### src/fsme_pkg.sv
// ----------------------------------------------------------------------------
// fsme_pkg
// shared constants and types of the flow shop makespan evaluator
// ----------------------------------------------------------------------------
`default_nettype none

package fsme_pkg;

  localparam int MAX_MACHINES = 32;
  localparam int MAX_JOBS     = 256;
  localparam int TIME_BITS    = 16;

  localparam int MACH_BITS    = $clog2(MAX_MACHINES);
  localparam int JOB_BITS     = $clog2(MAX_JOBS);
  localparam int TABLE_DEPTH  = MAX_MACHINES * MAX_JOBS;
  localparam int CNT_BITS     = $clog2(MAX_MACHINES + 1);
  localparam int CFG_BITS     = 6;

  localparam int SPAN_BITS    = 25;
  localparam logic [SPAN_BITS-1:0] SPAN_MAX = {SPAN_BITS{1'b1}};

  localparam int QUEUE_DEPTH  = 2;
  localparam int QPTR_BITS    = $clog2(QUEUE_DEPTH);
  localparam int QCNT_BITS    = $clog2(QUEUE_DEPTH + 1);

  localparam logic MODE_WRITE    = 1'b0;
  localparam logic MODE_SCHEDULE = 1'b1;

  typedef struct packed {
    logic                 is_sched;
    logic [MACH_BITS-1:0] machine;
    logic [JOB_BITS-1:0]  job;
    logic [TIME_BITS-1:0] ptime;
    logic                 last;
  } item_t;

endpackage

`default_nettype wire

### src/fsme_front.sv
// ----------------------------------------------------------------------------
// fsme_front
// takes input items, classifies them as table writes or schedule steps
// and holds them in a short queue for the back end
// ----------------------------------------------------------------------------
`default_nettype none

module fsme_front import fsme_pkg::*; (
  input  wire logic                 clk,
  input  wire logic                 rst,
  input  wire logic                 in_valid,
  output logic                      in_ready,
  input  wire logic                 mode,
  input  wire logic [MACH_BITS-1:0] machine,
  input  wire logic [JOB_BITS-1:0]  job,
  input  wire logic [TIME_BITS-1:0] proc_time,
  input  wire logic                 last,
  output logic                      q_valid,
  output item_t                     q_item,
  input  wire logic                 q_pop
);

  item_t                q_mem [QUEUE_DEPTH];
  logic [QPTR_BITS-1:0] wr_ptr;
  logic [QPTR_BITS-1:0] rd_ptr;
  logic [QCNT_BITS-1:0] q_count;
  logic                 push;
  logic                 pop;
  item_t                new_item;

  assign in_ready = (q_count != QCNT_BITS'(QUEUE_DEPTH));
  assign push     = in_valid && in_ready;
  assign q_valid  = (q_count != '0);
  assign pop      = q_pop && q_valid;
  assign q_item   = q_mem[rd_ptr];

  always_comb begin
    new_item.is_sched = (mode == MODE_SCHEDULE);
    new_item.machine  = machine;
    new_item.job      = job;
    new_item.ptime    = proc_time;
    new_item.last     = last;
  end

  always_ff @(posedge clk) begin
    if (push) begin
      q_mem[wr_ptr] <= new_item;
    end
  end

  always_ff @(posedge clk) begin
    if (rst) begin
      wr_ptr  <= '0;
      rd_ptr  <= '0;
      q_count <= '0;
    end else begin
      if (push) begin
        wr_ptr <= (wr_ptr == QPTR_BITS'(QUEUE_DEPTH - 1)) ? '0 : wr_ptr + QPTR_BITS'(1);
      end
      if (pop) begin
        rd_ptr <= (rd_ptr == QPTR_BITS'(QUEUE_DEPTH - 1)) ? '0 : rd_ptr + QPTR_BITS'(1);
      end
      case ({push, pop})
        2'b10:   q_count <= q_count + QCNT_BITS'(1);
        2'b01:   q_count <= q_count - QCNT_BITS'(1);
        default: q_count <= q_count;
      endcase
    end
  end

endmodule

`default_nettype wire

### config.mk
export PLATFORM = sky130hd
export DESIGN_NAME = fsme_front
export DESIGN_NICKNAME = d
export VERILOG_FILES = /design/src/fsme_pkg.sv /design/src/fsme_front.sv
export SDC_FILE = /design/constraint.sdc
export NUM_CORES = 1
export LEC_CHECK = 0
export ABC_AREA = 1
export BUFFER_PORTS_ARGS = -buffer_cell sky130_fd_sc_hd__buf_4
export CORE_ASPECT_RATIO = 1.1
export CORE_MARGIN = 1
export CORE_UTILIZATION = 51
export DETAILED_ROUTE_END_ITERATION = 6
export MAX_ROUTING_LAYER = met4
export PLACE_DENSITY = 0.78
export SKIP_LAST_GASP = 1
export SYNTH_ARGS = -nofsm -noshare
export SYNTH_HDL_FRONTEND = slang
export SYNTH_SLANG_ARGS = --single-unit
export TNS_END_PERCENT = 10
### constraint.sdc
create_clock -name clk -period 3.3 [get_ports clk]
set_clock_uncertainty 0.1 [all_clocks]
set_input_delay 0.66 -clock clk [delete_from_list [all_inputs] [get_ports clk]]
set_output_delay 0.66 -clock clk [all_outputs]
set_load 0.03 [all_outputs]
---- Yosys cells after proc, flatten, opt, wreduce, memory -nomap -nowiden ----
Memory sizes are Yosys's and may differ from the RTL's. A register that Yosys moved wholly into a read port is not among the register bits.
Index checks and enable logic that the tools add are counted.
cells by class
  reductions and logical operators ........ 4
  add/sub/neg operators ................... 4
  equal/unequal tests ..................... 3
  multiplexer cells ....................... 7
operator list
  kind                                                 number
  two-way mux 1 bit                                    6
  case mux 2 bit (2 select lines)                      1
  nonzero test 2 bit                                   2
  adder 1 bit, second input constant                   2
  adder 2 x 1 -> 2 bit, second input constant          1
  equality test 2 x 1 -> 1 bit, second input constant  1
  equality test 2 bit, second input constant           1
  logical AND 1 bit                                    2
  inequality test 2 bit, second input constant         1
  subtractor 2 x 1 -> 2 bit, second input constant     1
storage, ports and cells
  memories ................................ 1
  register bits ........................... 4
  input port bits ......................... 35
  memory bits (writable) .................. 62
memories
  name   words  bits a word  read ports  clocked after Yosys merged registers in  wr ports  RTL line          source
  q_mem  2      31           1           1                                        1         fsme_front.sv:23  item_t q_mem [QUEUE_DEPTH];

---- Depth between registers and ports, before layout ----
Gate-level depths: netlist of run 1.
  depth in word-level cells ............... 4
  mapped depth ............................ 10
  gate-level depth less buffers ........... 10

---- Worst setup path after synthesis of run 1 ----
OpenSTA, ideal clock, no wires.
  path kind ............................... in2reg
  start ................................... in in_valid
  end ..................................... mem q_mem[0][0] (netlist bit), enable pin
  data arrival time ....................... 2.076 ns
  stages .................................. 2
  buffers on the path ..................... 0
  path slack .............................. 0.705 ns
  setup time .............................. 0.419 ns
  cells stage by stage .................... nand2_1 -> nor2_1
on the way
  longest elaborated chain between the ends .. 3
ends and longest elaborated chain
  item                                     RTL line          source
  start, declared                          fsme_front.sv:11  input wire logic in_valid,
  logical AND 1 bit                        fsme_front.sv:32  assign push = in_valid && in_ready;
  two-way mux 1 bit                        fsme_front.sv:46  if (push) begin
  two-way mux 1 bit (not written as such)  fsme_front.sv:47  q_mem[wr_ptr] <= new_item;
  end, declared                            fsme_front.sv:23
Every way passes these cells.

==> results of run 1 <==
cell usage after synthesis:
master    count  area share
edfxtp_1     62        0.75
o21ai_1       1      0.0020
nand4_1       1      0.0025
nor2_1       10       0.015
mux2_2       31        0.14
nand2_1       6      0.0090
inv_1         7       0.011
nand2_2       2      0.0050
dfxtp_1       5       0.040
buf_6         3       0.014
a21oi_1       2      0.0040
inv_2         1      0.0015
o21ai_0       2      0.0040
ha_1          1      0.0050
report_power, final:
part / internal, uW / total, uW / switching (uW) / leakage (uW)
Sequential: 1040 / 1080 / 41.5 / 0.000621
Combinational: 258 / 628 / 370 / 0.000542
Clock: 342 / 631 / 288 / 0.0000935
Total: 1640 / 2340 / 700 / 0.00126
layout by cell type (no fill, tap or decap), drive strengths merged:
cell      instances
bufinv            1
clkinv            4
a21oi             2
edfxtp           62
nor2             10
o21ai             3
clkinvlp          1
inv               8
ha                1
dfxtp             5
nand2             8
nand4             1
clkbuf           10
buf              71
mux2             31
flip-flops by register name (all words and copies together) (netlist names), named ones only:
signal / cells
wr_ptr: 1
q_mem: 62
rd_ptr: 1
q_count: 2
per-layer routing:
metal,share of wire,up-vias,GRT usage
met4,0.031,0,0.109
met5,0,-,-
met1,0.37,676,0.190
met2,0.55,40,0.325
met3,0.049,10,0.0674
li1,-,655,-
logic make-up (layout without fill, tap and decap cells):
logic type	count (synthesis)	after routing	share of synthesized area
AO/OA/AOI/OAI	5	5	0.0100
flip-flops	67	67	0.788
buffers and inverters	11	95	0.0256
multiplexers	31	31	0.140
adder cells (fa/ha/maj)	1	1	0.00502
AND/OR/NAND/NOR	19	19	0.0316
worst max-delay path by stage:
stage,from,endpoint,slack [ps],cells past startpoint
global route,register,q_item[13],560,3
CTS,register,q_item[9],630,3
finish,register,q_item[9],690,3
floorplan,in_valid,q_mem[0][0],710,2
detailed placement,register,q_item[9],990,3
global placement,register,q_item[7],1070,3
worst register-to-register path: stages, from the launching register on:
cell	delay, ps
dfxtp_1	370
inv_2	80
nand2_2	80
nand2_1	120
nor2_2	120
buf_4	390
metrics by stage:
step	utilization	hold WS, ps	total power (uW)
after floorplan	-	365	1510
after global placement	0.654	382	1710
after detailed placement	0.654	404	1740
after CTS	0.694	384	2370
after global routing	0.694	384	2440
final	0.694	404	2340
cell type report:
| type | instances | area, sq um |
|---|---|---|
| multi-input combinational | 56 | 470 |
| tap | 56 | 70.1 |
| sequential | 67 | 1960 |
| inverter | 8 | 30.0 |
| fill | 338 | 1440 |
| timing repair buffer | 71 | 533 |
| clock inverter | 6 | 56.3 |
| clock buffer | 10 | 128 |
==> flow_summary_export.csv, run 1 <==
group,metric,value,unit
setup_path,cp_num_buf_inv,2,
cts,clk-insertion-delay-late,330,ps
sta,max_freq,384,MHz
route,avgViaCountPerCell,5.04,
grt,grt_pass1_wl,6410,um
place,portBuffers,67,
logic_synthesis,yosysWarnings,0,
cts,numCtsBuffers,9,
setup_path,crit_type,"reg -> out",
route,wl_per_cell,16.2,um
place,dpl-instance-area,3070,sq um
setup_path,worstPathCellList,"buf_4, mux2_2, buf_4",
power_and_ir_drop,ir_drop,595,uV
setup_path,reg2regPathDepth,5,
sta,finalWorstSetupSlack,694,ps
cts,tritoncts,"built",
sta,fin_crit_sh,0.790,
cells_and_area,num-nets-final,249,
logic_synthesis,syn_inst,134,
cts,clock-sinks,67,
cells_and_area,drive_gt1_frac,0.555,
sta,setup_viol,0,
route,drt_iter0_markers,51,
floorplanning,die-area,5170,sq um
cts,clockBufferDepth,2,
floorplanning,ios,68,
run,max_cap_violations,0,
setup_path,required,2540,ps
min_path,hold_depth,1,
grt,grt_remaining_overflow,0,
setup_path,slowest_delay,680,ps
cts,clock-root-buffer,"clkbuf_8",
floorplanning,die_h,75.3,um
logic_synthesis,netlist_area,2490,sq um
cells_and_area,diodes,0,
setup_path,cp-start-kind,"register",
sta,worst_slew_pin_slew,570,ps
floorplanning,placementRows,26,
cells_and_area,syn_to_final_growth,30.4,%
floorplanning,core,4680,sq um
setup_path,r2r_slack,1690,ps
setup_path,crit_top_cell,"buf_4",
route,ant_nets,0,
min_path,hold_start,"machine[0]",
place,dp_cells,258,
route,drc,0,
min_path,holdCritPathClass,"in -> reg",
cts,htreeDepth,3,
setup_path,r2r_start,"q_count[0]",
setup_path,reg2reg_to,"q_mem[0][16]",
logic_synthesis,ys_seq_elements,67,
floorplanning,start_util,0.532,
floorplanning,die_x,68.6,um
logic_synthesis,synthesis.nets,170,
cts,postCtsSetupBuffers,0,
cells_and_area,layout.cells.non_filler,274,
place,dp_hpwl,3130,um
grt,grt_pass1_vias,1391,
outcome,status,"complete, no violations",
grt,antenna_found_initial,0,
setup_path,cpMaxStageDelayCell,"dfxtp_1",
route,vias,1381,
route,drtPass1Iterations,4,
cts,cts-hold-fix-buffers,0,
sta,timing.setup.tns,0,ps
sta,post-route-min-period,2610,ps
logic_synthesis,ys_types,14,
setup_path,cp-end-kind,"output pin",
power_and_ir_drop,p_leak,0.00126,uW
sta,hold_viol_final,0,
grt,grtUsageTotal,0.192,
setup_path,critPathTopFamily,"flip-flops",
setup_path,path_max_fanout,14,
sta,max_slew_margin,0.619,
sta,rsz0062_at_grt,"no",
cells_and_area,fin_area,3250,sq um
logic_synthesis,ys_seq_area_frac,0.788,
cts,ctsResizeCount,0,
place,pre_cts_ws,994,ps
cts,clk_pin_slew_worst_paths,70,ps
route,routed_wl,4430,um
power_and_ir_drop,power_density,720,nW/um^2
grt,grt_max_degree,32,
place,place_congestion,0.804,
logic_synthesis,avgSynthCellArea,18.6,sq um
min_path,min_to,"q_mem[0][25]",
sta,drv_slew,0,
setup_path,arrival,1850,ps
Note: power is estimated with default switching activity, not from simulation.
==> run 2: changes to the inputs <==
==> constraint.sdc (replaced) <==
create_clock -name clk -period 2.65 [get_ports clk]
set_clock_uncertainty 0.1 [all_clocks]
set_input_delay 0.53 -clock clk [delete_from_list [all_inputs] [get_ports clk]]
set_output_delay 0.53 -clock clk [all_outputs]
set_load 0.03 [all_outputs]
==> flow_summary_export.csv, run 2 (synthesis results as in run 1) <==
group,metric,value,unit
floorplanning,core,4680,sq um
setup_path,required,2020,ps
power_and_ir_drop,power_switching,851,uW
sta,setup_viol,0,
grt,grt_remaining_overflow,0,
cells_and_area,syn_to_final_growth,31.0,%
outcome,status,"complete, no violations",
floorplanning,start_util,0.532,
route,avgViaCountPerCell,5.08,
sta,max_slew_margin,0.717,
sta,fin_crit_sh,0.810,
floorplanning,die_x,68.6,um
cells_and_area,drive_gt1_frac,0.544,
sta,post-route-min-period,2150,ps
route,vias,1386,
cts,ctsResizeCount,0,
cells_and_area,multi_input_area,470,sq um
cells_and_area,layout_commonest_cell,"buf_4",
setup_path,reg2reg_to,"q_mem[1][2]",
route,ant_nets,0,
setup_path,cp-start-kind,"register",
cells_and_area,diodes,0,
route,routed_wl,4490,um
cts,cts-hold-fix-buffers,0,
min_path,holdCritPathClass,"in -> reg",
place,portBuffers,67,
sta,rsz0062_at_grt,"no",
sta,worst_slew_pin_slew,424,ps
cts,tritoncts,"built",
cells_and_area,registers.top_by_ff_count,"q_mem",
cts,clk-insertion-delay-late,320,ps
sta,drv_slew,0,
place,dp_hpwl,3170,um
grt,grt_pass1_wl,6330,um
route,drc,0,
cells_and_area,final_util,0.697,
power_and_ir_drop,power_frac_comb,0.281,
sta,timing.setup.tns,0,ps
grt,grt_max_degree,26,
power_and_ir_drop,p_clk_frac,0.260,
cts,clockBufferDepth,2,
setup_path,slowest_delay,410,ps
power_and_ir_drop,power_density,889,nW/um^2
setup_path,cp-end-kind,"output pin",
floorplanning,placementRows,26,
min_path,hold_start,"machine[1]",
cts,postCtsSetupBuffers,0,
grt,antenna_found_initial,0,
setup_path,arrival,1520,ps
setup_path,cp_num_buf_inv,2,
floorplanning,ios,68,
setup_path,reg2regPathDepth,5,
setup_path,r2r_slack,970,ps
power_and_ir_drop,total_power,2900,uW
min_path,hold_depth,1,
cts,clock-root-buffer,"clkbuf_8",
setup_path,worstPathCellList,"buf_4, mux2_2, buf_4",
place,place_congestion,0.684,
setup_path,endpoint,"q_item[13]",
cells_and_area,largest_reg_flops,62,
cts,clock-sinks,67,
floorplanning,die_h,75.3,um
route,drt_iter0_markers,48,
route,drtPass1Iterations,4,
setup_path,critPathTopFamily,"buffers and inverters",
cells_and_area,reg.largest.list,"q_mem x62, q_count x2",
cts,clk_pin_slew_worst_paths,70,ps
cells_and_area,fillCellCount,317,
setup_path,cpMaxStageDelayCell,"mux2_2",
setup_path,crit_type,"reg -> out",
run,max_cap_violations,0,
sta,hold_viol_final,0,
sta,max_freq,466,MHz
cells_and_area,num-nets-final,249,
route,wl_per_cell,16.5,um
power_and_ir_drop,ir_drop,554,uV
cells_and_area,most-common-layout-cells,"buf_4 (69), edfxtp_1 (62), mux2_2 (31), clkbuf_8 (9), nor2_1 (8)",
cts,numCtsBuffers,9,
setup_path,path_max_fanout,20,
setup_path,crit_top_cell,"buf_4",
setup_path,r2r_start,"q_count[0]",
grt,grtUsageTotal,0.193,
power_and_ir_drop,internal_power,2050,uW
grt,grt_pass1_vias,1411,
cells_and_area,seq_area,1960,sq um
setup_path,cp_num_cells,3,
cts,htreeDepth,3,
power_and_ir_drop,power.share.switching,0.293,
power_and_ir_drop,seqPwrFrac,0.459,
power_and_ir_drop,p_leak,0.00126,uW
floorplanning,die-area,5170,sq um
==> run 2: cell count changes in the layout (fill, tap and decap cells not counted) <==
cell / delta
buf_12: +2
clkinv_2: -2
clkinvlp_4: -1
clkinv_1: +1
buf_4: -2
clkbuf_1: +1
==> run 2: per-layer routing <==
layer  vias to the layer above  share of wire  GRT usage
met1                       677           0.36      0.171
met5                         -              0          -
li1                        657              -          -
met2                        41           0.57      0.341
met4                         0          0.027      0.150
met3                        11          0.043     0.0479
==> run 2: through the flow <==
step           worst slack (ps)  std cells  cell area (sq um)  hold WS, ps
2_1_floorplan               106        134               2490          365
4_1_cts                     481        273               3260          266
5_1_grt                     448        273               3260          268
6_report                    503        273               3260          286
3_5_place_dp                846        258               3090          419
3_3_place_gp                884        258               3090          381
==> run 2: power by group through the flow <==
stage	clock [uW]	sequential, uW	combinational [uW]
after floorplan	0	1350	536
after global placement	0	1340	796
after detailed placement	0	1350	822
after CTS	777	1330	825
after global routing	813	1340	863
final	754	1330	816
==> run 2: cell type report <==
type,instances,share of cell area
timing repair buffer,71,0.171
tap,56,0.0215
sequential,67,0.601
clock inverter,4,0.0130
multi-input combinational,56,0.144
clock buffer,11,0.0402
inverter,8,0.00920
==> run 2: how the worst min path moves through the flow <==
stage                              end  slack, ps
after floorplan               register        360
after global routing      q_mem[1][12]        270
after CTS                 q_mem[1][26]        270
after global placement          rd_ptr        380
after detailed placement        rd_ptr        420
final                     q_mem[1][26]        290
==> run 2: worst register-to-register path, cell delays in order, from the launching register on <==
cell     delay [ps]
dfxtp_1         360
inv_2            80
nand2_2          80
nand2_1         130
nor2_2          370
buf_12          240
==> run 3: changes to the inputs <==
--- a/config.mk
+++ b/config.mk
@@ -5,7 +5,7 @@
 export SDC_FILE = /design/constraint.sdc
 export NUM_CORES = 1
 export LEC_CHECK = 0
-export ABC_AREA = 1
+export ABC_AREA = 0
 export BUFFER_PORTS_ARGS = -buffer_cell sky130_fd_sc_hd__buf_4
 export CORE_ASPECT_RATIO = 1.1
 export CORE_MARGIN = 1
==> constraint.sdc (replaced) <==
create_clock -name clk -period 2.2 [get_ports clk]
set_clock_uncertainty 0.1 [all_clocks]
set_input_delay 0.44 -clock clk [delete_from_list [all_inputs] [get_ports clk]]
set_output_delay 0.44 -clock clk [all_outputs]
set_load 0.03 [all_outputs]
==> flow_summary_export.csv, run 3 <==
group,metric,value,unit
power_and_ir_drop,ir_drop,1440,uV
floorplanning,die_x,68.1,um
floorplanning,start_util,0.530,
setup_path,cpMaxStageDelayCell,"mux2_2",
grt,grtUsageTotal,0.197,
place,dp_hpwl,2980,um
floorplanning,placementRows,26,
route,drc,0,
floorplanning,ios,68,
run,max_cap_violations,0,
route,routed_wl,4410,um
cts,numCtsBuffers,9,
sta,drv_slew,0,
power_and_ir_drop,p_leak,0.00126,uW
cells_and_area,fillCellCount,297,
setup_path,r2r_slack,440,ps
logic_synthesis,synth_ff_type,"edfxtp_1",
setup_path,reg2reg_to,"q_count[1]",
cells_and_area,multi_input_area,468,sq um
logic_synthesis,syn_inst,120,
cts,clock-sinks,67,
setup_path,worstPathCellList,"buf_4, mux2_2, buf_4",
cts,clock-root-buffer,"clkbuf_8",
cells_and_area,drive_gt1_frac,0.578,
cells_and_area,diodes,0,
route,ant_nets,0,
logic_synthesis,synthesis.nets,156,
place,dp_cells,246,
setup_path,arrival,1480,ps
cells_and_area,seq_area,1960,sq um
setup_path,cp-start-kind,"register",
route,wl_per_cell,16.8,um
grt,grt_remaining_overflow,0,
grt,grt_max_degree,23,
sta,worst_slew_pin_slew,303,ps
logic_synthesis,synthTopCellsByCount,"edfxtp_1 (62), mux2_2 (31), dfxtp_1 (5), buf_2 (3), nor2_1 (3)",
setup_path,crit_type,"reg -> out",
logic_synthesis,yosysWarnings,0,
cts,cts-hold-fix-buffers,0,
cts,clk_pin_slew_worst_paths,70,ps
sta,rsz0062_at_grt,"no",
cells_and_area,layout_commonest_cell,"buf_4",
logic_synthesis,synth_fa_ha_area_frac,0.00511,
setup_path,slowest_delay,380,ps
cells_and_area,syn_to_final_growth,34.0,%
sta,post-route-min-period,2020,ps
outcome,status,"complete, no violations",
floorplanning,core,4620,sq um
cts,htreeDepth,3,
logic_synthesis,yosysMostFrequentCell,"edfxtp_1",
cells_and_area,registers.top_by_ff_count,"q_mem",
cts,postCtsSetupBuffers,0,
setup_path,r2r_start,"q_count[0]",
logic_synthesis,netlist_area,2450,sq um
grt,grt_pass1_wl,6470,um
sta,max_slew_margin,0.798,
cells_and_area,reg.largest.list,"q_mem x62, q_count x2",
logic_synthesis,yosysTopAreaCell,"edfxtp_1",
route,drt_iter0_markers,79,
sta,hold_viol_final,0,
setup_path,reg2regPathDepth,5,
cells_and_area,num-nets-final,237,
setup_path,crit_top_cell,"buf_4",
route,avgViaCountPerCell,5.05,
place,place_congestion,0.656,
sta,timing.setup.tns,0,ps
logic_synthesis,avgSynthCellArea,20.4,sq um
logic_synthesis,synth-simple-area-share,0.0194,
sta,fin_crit_sh,0.920,
cells_and_area,largest_reg_flops,62,
floorplanning,die_h,74.7,um
logic_synthesis,ys_seq_elements,67,
route,drtPass1Iterations,4,
logic_synthesis,ys_types,19,
logic_synthesis,synth_xor_area_frac,0.0107,
logic_synthesis,synth_compound_area_frac,0.0133,
cts,clockBufferDepth,2,
logic_synthesis,yosys.area.top_type_share,0.760,
setup_path,path_max_fanout,20,
logic_synthesis,synth_top_family_by_area,"multiplexers",
sta,max_freq,494,MHz
setup_path,cp-end-kind,"output pin",
logic_synthesis,async_flop_share,0,
place,portBuffers,67,
cells_and_area,most-common-layout-cells,"buf_4 (73), edfxtp_1 (62), mux2_2 (31), clkbuf_8 (9), dfxtp_1 (5)",
cts,ctsResizeCount,0,
logic_synthesis,ys_seq_area_frac,0.801,
setup_path,endpoint,"q_item[8]",
sta,setup_viol,0,
cts,tritoncts,"built",
cts,clk-insertion-delay-late,330,ps
grt,antenna_found_initial,0,
logic_synthesis,synth-edff-count,62,
grt,grt_pass1_vias,1371,
floorplanning,die-area,5080,sq um
min_path,holdCritPathClass,"in -> reg",
setup_path,required,1660,ps
logic_synthesis,synthMuxAreaShare,0.143,
cells_and_area,layout.cells.non_filler,262,
route,vias,1324,
power_and_ir_drop,power_density,1310,nW/um^2
logic_synthesis,synth_area_leaders,"edfxtp_1 (76%), mux2_2 (14%), dfxtp_1 (4.1%)",
==> run 3: cell types whose count changed in the layout (fill, tap and decap cells not counted), moves of 4 or more <==
cell / before / now
buf_4: 69 / 73
inv_1: 7 / 1
nand2_1: 6 / 1
nor2_1: 8 / 3
==> run 3: through the flow <==
step / instance area (sq um) / hold WS, ps / setup WS (ps) / utilization / total power [uW]
floorplan: 2450 / 374 / 72.4 / - / 2650
detailed placement: 3050 / 426 / 479 / 0.661 / 3180
global placement: 3050 / 387 / 534 / 0.661 / 3120
finish: 3280 / 193 / 175 / 0.710 / 4310
global route: 3280 / 166 / 108 / 0.710 / 4490
CTS: 3280 / 170 / 144 / 0.710 / 4360
==> run 3: final cells by class <==
class	count	share of cell area
Sequential cell	67	0.598
Inverter	1	0.00114
Timing Repair Buffer	73	0.167
Multi-Input combinational cell	49	0.143
Tap cell	56	0.0213
Clock inverter	7	0.0324
Clock buffer	9	0.0377
==> run 3: routing by layer <==
metal | GRT usage | up-vias | share of wire
met5 | - | - | 0
met4 | 0.111 | 0 | 0.0086
met3 | 0.0682 | 4 | 0.053
met2 | 0.295 | 45 | 0.54
met1 | 0.231 | 650 | 0.40
li1 | - | 625 | -
==> run 3: cells by family after synthesis <==
| group | after synthesis |
|---|---|
| adder cells (fa/ha/maj) | 1 |
| multiplexers | 31 |
| XOR/XNOR | 3 |
| AND/OR/NAND/NOR | 9 |
| AO/OA/AOI/OAI | 5 |
| buffers and inverters | 4 |
| flip-flops | 67 |
==> run 3: worst min-delay path by stage <==
stage	slack, ps	end	cells after the start	startpoint
floorplan	370	q_count[1]	2	q_count[1]
global placement	390	q_count[1]	2	q_count[1]
detailed placement	430	rd_ptr	2	rd_ptr
CTS	170	q_mem[0][20]	1	job[3]
global route	170	q_mem[0][20]	1	job[3]
finish	190	q_mem[1][26]	1	machine[1]
==> run 3: worst max-delay path: cells and delay by family, from the launching register on <==
| family | cells | cell delay [ps] |
|---|---|---|
| buffers and inverters | 2 | 450 |
| muxes | 1 | 380 |
| DFF | 1 | 330 |
==> run 3: power breakdown <==
part	internal, uW	switching (uW)	total (uW)
sequential	1610	62.8	1680
clock	739	429	1170
combinational	616	851	1470
